==> config.mk <==
export PLATFORM = sky130hd
export DESIGN_NAME = command_frame_crc16_builder_unit_flat
export DESIGN_NICKNAME = d
export VERILOG_FILES = /design/src/hw/rtl/cfcb_pkg.sv /design/src/hw/rtl/cfcb_if.sv /design/src/hw/rtl/cfcb_in_reg.sv /design/src/hw/rtl/cfcb_framer.sv /design/src/hw/rtl/command_frame_crc16_builder_unit.sv /design/src/flat_wrapper.sv
export VERILOG_INCLUDE_DIRS = /design/src /design/src/hw/rtl
export SDC_FILE = /design/constraint.sdc
export NUM_CORES = 1
export LEC_CHECK = 0
export ABC_AREA = 1
export BUFFER_PORTS_ARGS = -buffer_cell sky130_fd_sc_hd__buf_4
export CAP_MARGIN = 5
export CORE_AREA = 3 3 64 81
export CTS_BUF_LIST = sky130_fd_sc_hd__clkbuf_4 sky130_fd_sc_hd__clkbuf_8
export CTS_CLUSTER_DIAMETER = 200
export DETAILED_ROUTE_END_ITERATION = 7
export DIE_AREA = 0 0 67 84
export GPL_TIMING_DRIVEN = 0
export PLACE_DENSITY = 0.76
export SLEW_MARGIN = 10
export SYNTH_ARGS = -nofsm -noshare
export SYNTH_HDL_FRONTEND = slang
export SYNTH_HIERARCHICAL = 1
export SYNTH_SLANG_ARGS = --single-unit
==> constraint.sdc <==
create_clock -name clk -period 6.8 [get_ports clk]
set_clock_uncertainty 0.15 [all_clocks]
set_input_delay 1.36 -clock clk [delete_from_list [all_inputs] [get_ports clk]]
set_output_delay 1.36 -clock clk [all_outputs]
set_load 0.01 [all_outputs]
==> src/hw/rtl/assert_macros.svh <==
// Concurrent assertion helpers; expect clk and arst_n in the enclosing scope.
`ifndef ASSERT_MACROS_SVH
`define ASSERT_MACROS_SVH

// expr must hold at every edge outside reset
`define CFCB_ASSERT_ALWAYS(label, expr, msg) \
	label: assert property (@(posedge clk) disable iff (!arst_n) (expr)) else $error(msg);

// cons must hold in the same cycle as ante
`define CFCB_ASSERT_IMPLY(label, ante, cons, msg) \
	label: assert property (@(posedge clk) disable iff (!arst_n) (ante) |-> (cons)) \
		else $error(msg);

// cons must hold in the cycle after ante
`define CFCB_ASSERT_NEXT(label, ante, cons, msg) \
	label: assert property (@(posedge clk) disable iff (!arst_n) (ante) |=> (cons)) \
		else $error(msg);

`endif

==> src/hw/rtl/cfcb_pkg.sv <==
`default_nettype none

package cfcb_pkg;

	localparam int MAX_FRAME_LEN = 64;
	localparam int TEXT_LIMIT    = MAX_FRAME_LEN - 3;
	localparam int CNT_W         = $clog2(TEXT_LIMIT + 1);

	localparam logic [15:0] CRC_POLY = 16'h1021;
	localparam logic [15:0] CRC_TOP  = 16'h8000;
	localparam logic [15:0] CRC_INIT = 16'h0000;
	localparam logic [7:0]  CR_BYTE  = 8'h0D;

	typedef logic [CNT_W-1:0] cnt_t;

	typedef enum logic [1:0] {
		PH_TEXT,
		PH_CRC_HI,
		PH_CRC_LO,
		PH_CR
	} phase_t;

	// request held in the input stage
	typedef struct packed {
		logic       vld;
		logic [7:0] cmd_byte;
		logic       last_byte;
	} item_t;

	// CRC-16/XMODEM over one byte, MSB first
	function automatic logic [15:0] crc_fold(input logic [15:0] crc, input logic [7:0] b);
		logic [15:0] c;
		c = crc ^ {b, 8'h00};
		for (int i = 0; i < 8; i++) begin
			if ((c & CRC_TOP) != 16'h0000) begin
				c = (c << 1) ^ CRC_POLY;
			end else begin
				c = c << 1;
			end
		end
		return c;
	endfunction

endpackage

`default_nettype wire

==> src/hw/rtl/cfcb_if.sv <==
`default_nettype none

interface cfcb_cmd_if;
	logic       valid;
	logic       ready;
	logic [7:0] cmd_byte;
	logic       last_byte;

	modport source (output valid, output cmd_byte, output last_byte, input ready);
	modport sink   (input valid, input cmd_byte, input last_byte, output ready);
endinterface

interface cfcb_frame_if;
	logic       valid;
	logic       ready;
	logic [7:0] out_byte;
	logic       frame_end;
	logic       overflow;

	modport source (output valid, output out_byte, output frame_end, output overflow,
		input ready);
	modport sink   (input valid, input out_byte, input frame_end, input overflow,
		output ready);
endinterface

`default_nettype wire

==> src/hw/rtl/cfcb_in_reg.sv <==
`default_nettype none

module cfcb_in_reg (
	input  wire logic           clk,
	input  wire logic           arst_n,
	cfcb_cmd_if.sink            cmd,
	input  wire logic           take,
	output cfcb_pkg::item_t     item
);
	import cfcb_pkg::*;

	logic       vld_s1;
	logic [7:0] byte_s1;
	logic       last_s1;
	logic       load;

	// refill in the same cycle the held request retires
	assign cmd.ready = !vld_s1 || take;
	assign load      = cmd.valid && cmd.ready;

	always_ff @(posedge clk or negedge arst_n) begin
		if (!arst_n) begin
			vld_s1 <= 1'b0;
		end else if (load) begin
			vld_s1 <= 1'b1;
		end else if (take) begin
			vld_s1 <= 1'b0;
		end
	end

	always_ff @(posedge clk) begin
		if (load) begin
			byte_s1 <= cmd.cmd_byte;
			last_s1 <= cmd.last_byte;
		end
	end

	assign item = '{vld: vld_s1, cmd_byte: byte_s1, last_byte: last_s1};

endmodule

`default_nettype wire

==> src/hw/rtl/cfcb_framer.sv <==
`default_nettype none
`include "assert_macros.svh"

module cfcb_framer (
	input  wire logic           clk,
	input  wire logic           arst_n,
	input  wire cfcb_pkg::item_t item,
	output logic                take,
	cfcb_frame_if.source        frame
);
	import cfcb_pkg::*;

	phase_t      phase_q, phase_d;
	logic [15:0] crc_q, crc_d;
	cnt_t        cnt_q, cnt_d;
	logic        drop_q, drop_d;

	logic        out_vld_q;
	logic [7:0]  out_byte_q;
	logic        frame_end_q;
	logic        ovf_q;

	logic        out_free;
	logic        go;
	logic        room;
	logic        emit;
	logic [7:0]  byte_d;
	logic        end_d;
	logic        ovf_d;

	assign out_free = !out_vld_q || frame.ready;
	assign go       = item.vld && out_free;
	assign room     = cnt_q < CNT_W'(TEXT_LIMIT);

	always_ff @(posedge clk or negedge arst_n) begin
		if (!arst_n) begin
			phase_q <= PH_TEXT;
			crc_q   <= CRC_INIT;
			cnt_q   <= '0;
			drop_q  <= 1'b0;
		end else begin
			phase_q <= phase_d;
			crc_q   <= crc_d;
			cnt_q   <= cnt_d;
			drop_q  <= drop_d;
		end
	end

	always_comb begin
		phase_d = phase_q;
		crc_d   = crc_q;
		cnt_d   = cnt_q;
		drop_d  = drop_q;
		take    = 1'b0;
		emit    = 1'b0;
		byte_d  = item.cmd_byte;
		end_d   = 1'b0;
		ovf_d   = 1'b0;
		if (go) begin
			case (phase_q)
				PH_TEXT: begin
					if (room) begin
						emit  = 1'b1;
						crc_d = crc_fold(crc_q, item.cmd_byte);
						cnt_d = cnt_q + 1'b1;
					end else begin
						// frame full: drop byte, keep CRC
						drop_d = 1'b1;
					end
					if (item.last_byte) begin
						phase_d = PH_CRC_HI;
					end else begin
						take = 1'b1;
					end
				end
				PH_CRC_HI: begin
					emit    = 1'b1;
					byte_d  = crc_q[15:8];
					ovf_d   = drop_q;
					phase_d = PH_CRC_LO;
				end
				PH_CRC_LO: begin
					emit    = 1'b1;
					byte_d  = crc_q[7:0];
					ovf_d   = drop_q;
					phase_d = PH_CR;
				end
				PH_CR: begin
					emit    = 1'b1;
					byte_d  = CR_BYTE;
					end_d   = 1'b1;
					ovf_d   = drop_q;
					take    = 1'b1;
					crc_d   = CRC_INIT;
					cnt_d   = '0;
					drop_d  = 1'b0;
					phase_d = PH_TEXT;
				end
				default: begin
					phase_d = PH_TEXT;
				end
			endcase
		end
	end

	always_ff @(posedge clk or negedge arst_n) begin
		if (!arst_n) begin
			out_vld_q <= 1'b0;
		end else if (out_free) begin
			out_vld_q <= emit;
		end
	end

	always_ff @(posedge clk) begin
		if (out_free && emit) begin
			out_byte_q  <= byte_d;
			frame_end_q <= end_d;
			ovf_q       <= ovf_d;
		end
	end

	assign frame.valid     = out_vld_q;
	assign frame.out_byte  = out_byte_q;
	assign frame.frame_end = frame_end_q;
	assign frame.overflow  = ovf_q;

	`CFCB_ASSERT_ALWAYS(a_cnt_limit, cnt_q <= CNT_W'(TEXT_LIMIT),
		"text count past frame limit")
	`CFCB_ASSERT_IMPLY(a_trailer_holds_req, phase_q != PH_TEXT, item.vld,
		"trailer in progress without a held request")
	`CFCB_ASSERT_IMPLY(a_end_is_cr, out_vld_q && frame_end_q, out_byte_q == CR_BYTE,
		"frame end flagged on a byte other than carriage return")
	`CFCB_ASSERT_NEXT(a_clear_after_cr, go && phase_q == PH_CR,
		cnt_q == '0 && !drop_q && crc_q == CRC_INIT && phase_q == PH_TEXT,
		"frame state not cleared after carriage return")

endmodule

`default_nettype wire

==> src/hw/rtl/command_frame_crc16_builder_unit.sv <==
//  channel | modport | payload                          | handshake
//  cmd     | sink    | cmd_byte[7:0], last_byte         | valid/ready
//  frame   | source  | out_byte[7:0], frame_end, overflow | valid/ready
//
//  One text byte per cycle unless frame.ready stalls the output; a byte marked
//  last holds the input stage through text byte or empty slot, CRC high, CRC
//  low, carriage return. Requests pass input stage, then output register.
//  Stalls on frame.ready propagate to cmd.ready combinationally.
//  Reset clears the CRC, text count, drop flag and all valid bits.
`default_nettype none

module command_frame_crc16_builder_unit (
	input  wire logic    clk,
	input  wire logic    arst_n,
	cfcb_cmd_if.sink     cmd,
	cfcb_frame_if.source frame
);
	import cfcb_pkg::*;

	item_t item;
	logic  take;

	cfcb_in_reg u_in_reg (
		.clk    (clk),
		.arst_n (arst_n),
		.cmd    (cmd),
		.take   (take),
		.item   (item)
	);

	cfcb_framer u_framer (
		.clk    (clk),
		.arst_n (arst_n),
		.item   (item),
		.take   (take),
		.frame  (frame)
	);

endmodule

`default_nettype wire
==> src/flat_wrapper.sv <==
// flat-port wrapper written by rule: the top's interface ports become plain ports
module command_frame_crc16_builder_unit_flat import cfcb_pkg::*;
  (clk, arst_n, cmd_valid, cmd_cmd_byte, cmd_last_byte, cmd_ready, frame_valid, frame_out_byte, frame_frame_end, frame_overflow, frame_ready);
  cfcb_cmd_if cmd_i ();
  cfcb_frame_if frame_i ();
  input  wire logic clk;
  input  wire logic arst_n;
  input wire logic [$bits(cmd_i.valid)-1:0] cmd_valid;
  input wire logic [$bits(cmd_i.cmd_byte)-1:0] cmd_cmd_byte;
  input wire logic [$bits(cmd_i.last_byte)-1:0] cmd_last_byte;
  output wire logic [$bits(cmd_i.ready)-1:0] cmd_ready;
  output wire logic [$bits(frame_i.valid)-1:0] frame_valid;
  output wire logic [$bits(frame_i.out_byte)-1:0] frame_out_byte;
  output wire logic [$bits(frame_i.frame_end)-1:0] frame_frame_end;
  output wire logic [$bits(frame_i.overflow)-1:0] frame_overflow;
  input wire logic [$bits(frame_i.ready)-1:0] frame_ready;
  assign cmd_i.valid = cmd_valid;
  assign cmd_i.cmd_byte = cmd_cmd_byte;
  assign cmd_i.last_byte = cmd_last_byte;
  assign cmd_ready = cmd_i.ready;
  assign frame_valid = frame_i.valid;
  assign frame_out_byte = frame_i.out_byte;
  assign frame_frame_end = frame_i.frame_end;
  assign frame_overflow = frame_i.overflow;
  assign frame_i.ready = frame_ready;
  command_frame_crc16_builder_unit u_core (.clk(clk), .arst_n(arst_n), .cmd(cmd_i), .frame(frame_i));
endmodule
Word-level counts from Yosys, hierarchy flattened
Cells that the tools add are included.
- add/subtract/negate cells: 1
- $lt $le $gt $ge: 1
- equality and inequality tests: 6
- mux-type cells: 48
- bitwise logic cells: 9
- reductions and logical operators: 15
- operators by type and width (operator ; number):
    two-way mux 16 bit ; 22
    two-way mux 13 bit ; 8
    case mux 16 bit (2 select lines) ; 1
    inverter 3 bit ; 8
    case mux 8 bit (3 select lines) ; 1
    XOR 16 bit ; 1
    case mux 6 bit (2 select lines) ; 1
    two-way mux 1 bit ; 8
    two-way mux 8 bit ; 1
    case mux 2 bit (4 select lines) ; 1
    adder 6 x 1 -> 6 bit, second input constant ; 1
    < comparator 6 bit, second input constant ; 1
    two-way mux 6 bit ; 1
    case mux 1 bit (2 select lines) ; 3
    AND reduction 3 bit ; 2
    equality test 2 bit, second input constant ; 2
    inequality test 2 bit, second input constant ; 2
    AND reduction 2 bit ; 2
    nonzero test 2 bit ; 2
    logical AND 1 bit ; 3
    OR reduction 3 bit ; 1
    equality test 2 x 1 -> 1 bit, second input constant ; 1
    logical NOT 1 bit ; 2
    logical NOT 2 bit ; 1
    3 further kinds ; 4
- register bits: 46
- input port bits: 13
- output and inout port bits: 12
- word-level logic and storage cells: 91

Longest topological paths before layout
- depth in word-level cells: 40
- gate-level depth with buffers: 8
- mapped depth without buffers: 8

Hierarchy
The synthesis kept the hierarchy.
- by module, submodules not included (module ; instances ; cells an instance ; area an instance (um^2) ; sequential area each (um^2)):
    cfcb_framer ; 1 ; 295 ; 2230.9 ; 950.9
    cfcb_in_reg ; 1 ; 17 ; 330.3 ; 295.3

Worst setup path before layout
No wires, ideal clock.
- path kind: in2out
- start: in frame_ready
- end: out cmd_ready
- arrival time: 1.906 ns
- data required time: 5.290 ns
- path slack: 3.384 ns
- stages: 6
- buffers on the path: 0
- cells stage by stage: inv_1 -> nand2_1 -> nand2_2 -> nor3_1 -> inv_1 -> nand2_1
- longest elaborated chain between the ends: 4
- RTL lines (item ; RTL line ; text):
    start, declared ; flat_wrapper.sv:16 ; input wire logic [$bits(frame_i.ready)-1:0] frame_ready;
    logical OR 1 bit ; cfcb_framer.sv:31 ; assign out_free = !out_vld_q || frame.ready;
    logical AND 1 bit ; cfcb_framer.sv:32 ; assign go = item.vld && out_free;
    two-way mux 1 bit ; cfcb_framer.sv:59 ; if (go) begin
    named net u_core.take ; command_frame_crc16_builder_unit.sv:21 ; logic take;
    logical OR 1 bit ; cfcb_in_reg.sv:18 ; assign cmd.ready = !vld_s1 || take;
    end, declared ; flat_wrapper.sv:11 ; output wire logic [$bits(cmd_i.ready)-1:0] cmd_ready;
The timed path passes the listed nets, and every way through them passes these cells.

Worst setup path after layout
Same ends and word-level chain as after synthesis.

==> impl_metrics.env <==
export IMPL_outcome="complete, no violations"
export IMPL_insertion_delay_ps=300
export IMPL_netSwitchingPower_uw=572
export IMPL_synth_yosys_warnings=6
export IMPL_setup_viol=0
export IMPL_syn2layout_area_growth_pct=15.7
export IMPL_maxCapViolations=0
export IMPL_worstSetupPathType="primary input to primary output"
export IMPL_wire_per_inst_um=13.5
export IMPL_final_layout_size_suffix_gt1_share_pct=18.6
export IMPL_synth_seq_area_share_pct=48.7
export IMPL_worstHoldPathCells=2
export IMPL_synth_ff_type="sky130_fd_sc_hd__dfrtp_1"
export IMPL_clock_root_buffer="sky130_fd_sc_hd__clkbuf_8"
export IMPL_synth_enable_flop_cells=19
export IMPL_grt_antenna_before_repair=0
export IMPL_gpl_final_weighted_congestion=0.844
export IMPL_die_h_um=84
export IMPL_fmax_mhz=272
export IMPL_worst_hold_path_endpoint="u_core/u_framer/crc_q[2]$_DFFE_PN0P_"
export IMPL_firstDrtPassIters=5
export IMPL_timing_critical_path_cells="buf_4 > inv_1 > nand2_1 > nand2_2 > nor3_1 > inv_1 > nand2_1 > buf_4"
export IMPL_timing_reg2reg_worst_path_depth=6
export IMPL_netlist_area_sq_um=2560
export IMPL_groute_usage_overall_pct=21.8
export IMPL_clkTransAtPathRegs_ps=90
export IMPL_cts_made_buffers=5
export IMPL_r2r_start="u_core/u_framer/phase_q[1]$_DFFE_PN0P_"
export IMPL_maximum_number_of_pins_on_one_net_before_global_route_repair=28
export IMPL_drt_antenna_violating_nets=0
export IMPL_timing_worst_slew_pin_value_ps=997
export IMPL_clkSinkCount=46
export IMPL_dr_first_iter_drc_count=89
export IMPL_grt_setup_unrepaired="no"
export IMPL_cp_data_required_time_ps=5290
export IMPL_num_nets_final=364
export IMPL_clock_power_share_pct=18.0
export IMPL_wl_um=5450
export IMPL_postSynthAreaPerCell_sq_um=8.21
export IMPL_h_tree_levels=2
export IMPL_placement_rows=27
export IMPL_design_portCount=25
export IMPL_internal_power_uw=808
export IMPL_post_route_period_util_pct=54.1
export IMPL_seqPwrFrac_pct=35.8
export IMPL_power_density_nw_per_um2=466
export IMPL_final_util_pct=66.5
export IMPL_regToRegEndpoint="u_core/u_in_reg/byte_s1[1]$_DFFE_PP_"
export IMPL_vias_in_the_first_global_route=2099
export IMPL_cts_tree="done"
export IMPL_min_path_type="register to register"
export IMPL_p_leak_nw=1.48
export IMPL_worstPathArrival_ps=2170
export IMPL_cts_hold_buffers_added=0
export IMPL_hpwlAfterDp_um=3980
export IMPL_synthesis_instances=312
export IMPL_min_delay_start="u_core/u_framer/crc_q[2]$_DFFE_PN0P_"
export IMPL_route_vias_total=2066
export IMPL_asyncSetResetFlopFracSynth_pct=58.7
export IMPL_yosys_cell_types_count=27
export IMPL_die_width_um=67
export IMPL_critical_path_max_stage_delay_ps=200
export IMPL_grt_ovfl_total=0
export IMPL_synthesis_nets=332
export IMPL_insertedDiodeCount=0
export IMPL_cpMaxStageDelayCell="sky130_fd_sc_hd__nor3_1"
export IMPL_synth_seq_cells=46
export IMPL_clock_path_buffers=2
export IMPL_post_cts_setup_buffer_count=0
export IMPL_period_minus_slack_ps=3680
export IMPL_timing_critical_path_fanout_max=6
export IMPL_power_combinational_fraction_pct=46.2
export IMPL_floorplan_core_area_sq_um=4460
export IMPL_timing_final_max_slew_violations=0
export IMPL_crit_path_start_kind="primary input"
export IMPL_vdd_drop_max_mv=0.225
export IMPL_io_buffer_count=24
export IMPL_route_detailed_drc=0
export IMPL_final_hold_violation_count=0
export IMPL_via_per_inst=5.13
export IMPL_worst_slew_margin_rel_pct=33.5
export IMPL_worst_r2r_setup_slack_ps=4320
export IMPL_starting_utilization_of_the_core_area_pct=57.4
export IMPL_timing_critical_path_to_type="primary output"
export IMPL_post_cts_resized_instances=0
export IMPL_setup_total_negative_slack_ps=0
export IMPL_wire_length_of_the_first_global_routing_pass_um=9300
export IMPL_switching_power_share_of_the_total_pct=41.5
export IMPL_die_area_sq_um=5630
==> layout make-up <==
type / instances / area [sq um]
plain buffers: 6 / 53.8
clock buffers: 6 / 82.6
clock inverters: 2 / 60.1
fillers: 383 / 1500
inverters: 42 / 160
multi-input cells: 218 / 1100
flip-flops and latches: 46 / 1250
well taps: 58 / 72.6
repair buffers: 25 / 188
==> worst max-delay path by stage <==
stage | startpoint | to | slack [ps]
finish | frame_ready | cmd_ready | 3120
global route | frame_ready | cmd_ready | 3030
CTS | frame_ready | cmd_ready | 3140
detailed placement | frame_ready | cmd_ready | 3140
global placement | frame_ready | cmd_ready | 3160
floorplan | frame_ready | cmd_ready | 3380
==> power groups by stage <==
stage / clock network (mW) / logic, mW / registers [mW]
floorplan: 0 / 0.440 / 0.499
global placement: 0 / 0.617 / 0.494
detailed placement: 0 / 0.635 / 0.498
CTS: 0.253 / 0.639 / 0.493
global route: 0.261 / 0.728 / 0.509
finish: 0.248 / 0.638 / 0.494
==> per-stage QoR <==
stage | cell area, sq um | instances | hold WS (ps) | total power, mW | setup slack [ps]
floorplan | 2560 | 312 | 303 | 0.938 | 3380
global placement | 2810 | 394 | 323 | 1.11 | 3160
global route | 2960 | 403 | 375 | 1.50 | 3030
CTS | 2960 | 403 | 353 | 1.39 | 3140
detailed placement | 2820 | 395 | 330 | 1.13 | 3140
finish | 2960 | 403 | 355 | 1.38 | 3120
==> registers in the layout (all words and copies together) (netlist names) <==
signal                           flops
u_core/u_framer/cnt_q                6
u_core/u_framer/crc_q               16
u_core/u_framer/drop_q               1
u_core/u_framer/frame.frame_end      1
u_core/u_framer/frame.out_byte       8
u_core/u_framer/frame.overflow       1
u_core/u_framer/frame.valid          1
u_core/u_framer/phase_q              2
u_core/u_in_reg/byte_s1              8
u_core/u_in_reg/last_s1              1
u_core/u_in_reg/vld_s1               1
==> cell usage in the layout (no fill, tap or decap), drive strengths merged, types with 2 or more instances in the layout <==
cell type,count
o21ai,25
clkbuf,6
nand3,17
nor2,15
a21oi,11
buf,31
edfxtp,19
dfrtp,27
ha,7
inv,42
nand2,127
bufinv,2
xnor2,2
o22ai,6
xor2,5
==> per-layer routing <==
layer  GRT usage (%)  vias up  wire (um)
met5               0        -          0
met4            8.12        0        102
met3            4.72       12        232
met2            38.0       50       2820
met1            25.3      954       2290
li1                -     1050          -
==> cells in the mapped netlist (2+ instances only) <==
| library cell | count | area (sq um) |
|---|---|---|
| sky130_fd_sc_hd__nor2_1 | 13 | 48.8 |
| sky130_fd_sc_hd__edfxtp_1 | 19 | 571 |
| sky130_fd_sc_hd__o21ai_0 | 15 | 75.1 |
| sky130_fd_sc_hd__inv_1 | 40 | 150 |
| sky130_fd_sc_hd__nand2_2 | 10 | 62.6 |
| sky130_fd_sc_hd__o22ai_1 | 6 | 37.5 |
| sky130_fd_sc_hd__buf_4 | 3 | 22.5 |
| sky130_fd_sc_hd__nor2_2 | 2 | 12.5 |
| sky130_fd_sc_hd__dfrtp_1 | 27 | 676 |
| sky130_fd_sc_hd__nand3_1 | 17 | 85.1 |
| sky130_fd_sc_hd__xor2_1 | 5 | 43.8 |
| sky130_fd_sc_hd__ha_1 | 7 | 87.6 |
| sky130_fd_sc_hd__o21ai_2 | 8 | 70.1 |
| sky130_fd_sc_hd__a21oi_1 | 10 | 50.1 |
| sky130_fd_sc_hd__nand2_1 | 117 | 439 |
| sky130_fd_sc_hd__xnor2_1 | 2 | 17.5 |
==> critical path: cells and delay by family <==
family / cells / cell delay [ps]
simple gates: 4 / 480
buf+inv: 4 / 320
==> cells by family after synthesis <==
group | share of synthesized area, %
xor gates and xnor gates | 2.39
buffers and inverters | 8.35
AOI/OAI and AO/OA | 10.8
DFF | 48.7
adders and majority gates | 3.42
and+or+nand+nor | 26.3
(Power assumes the default switching activity.)
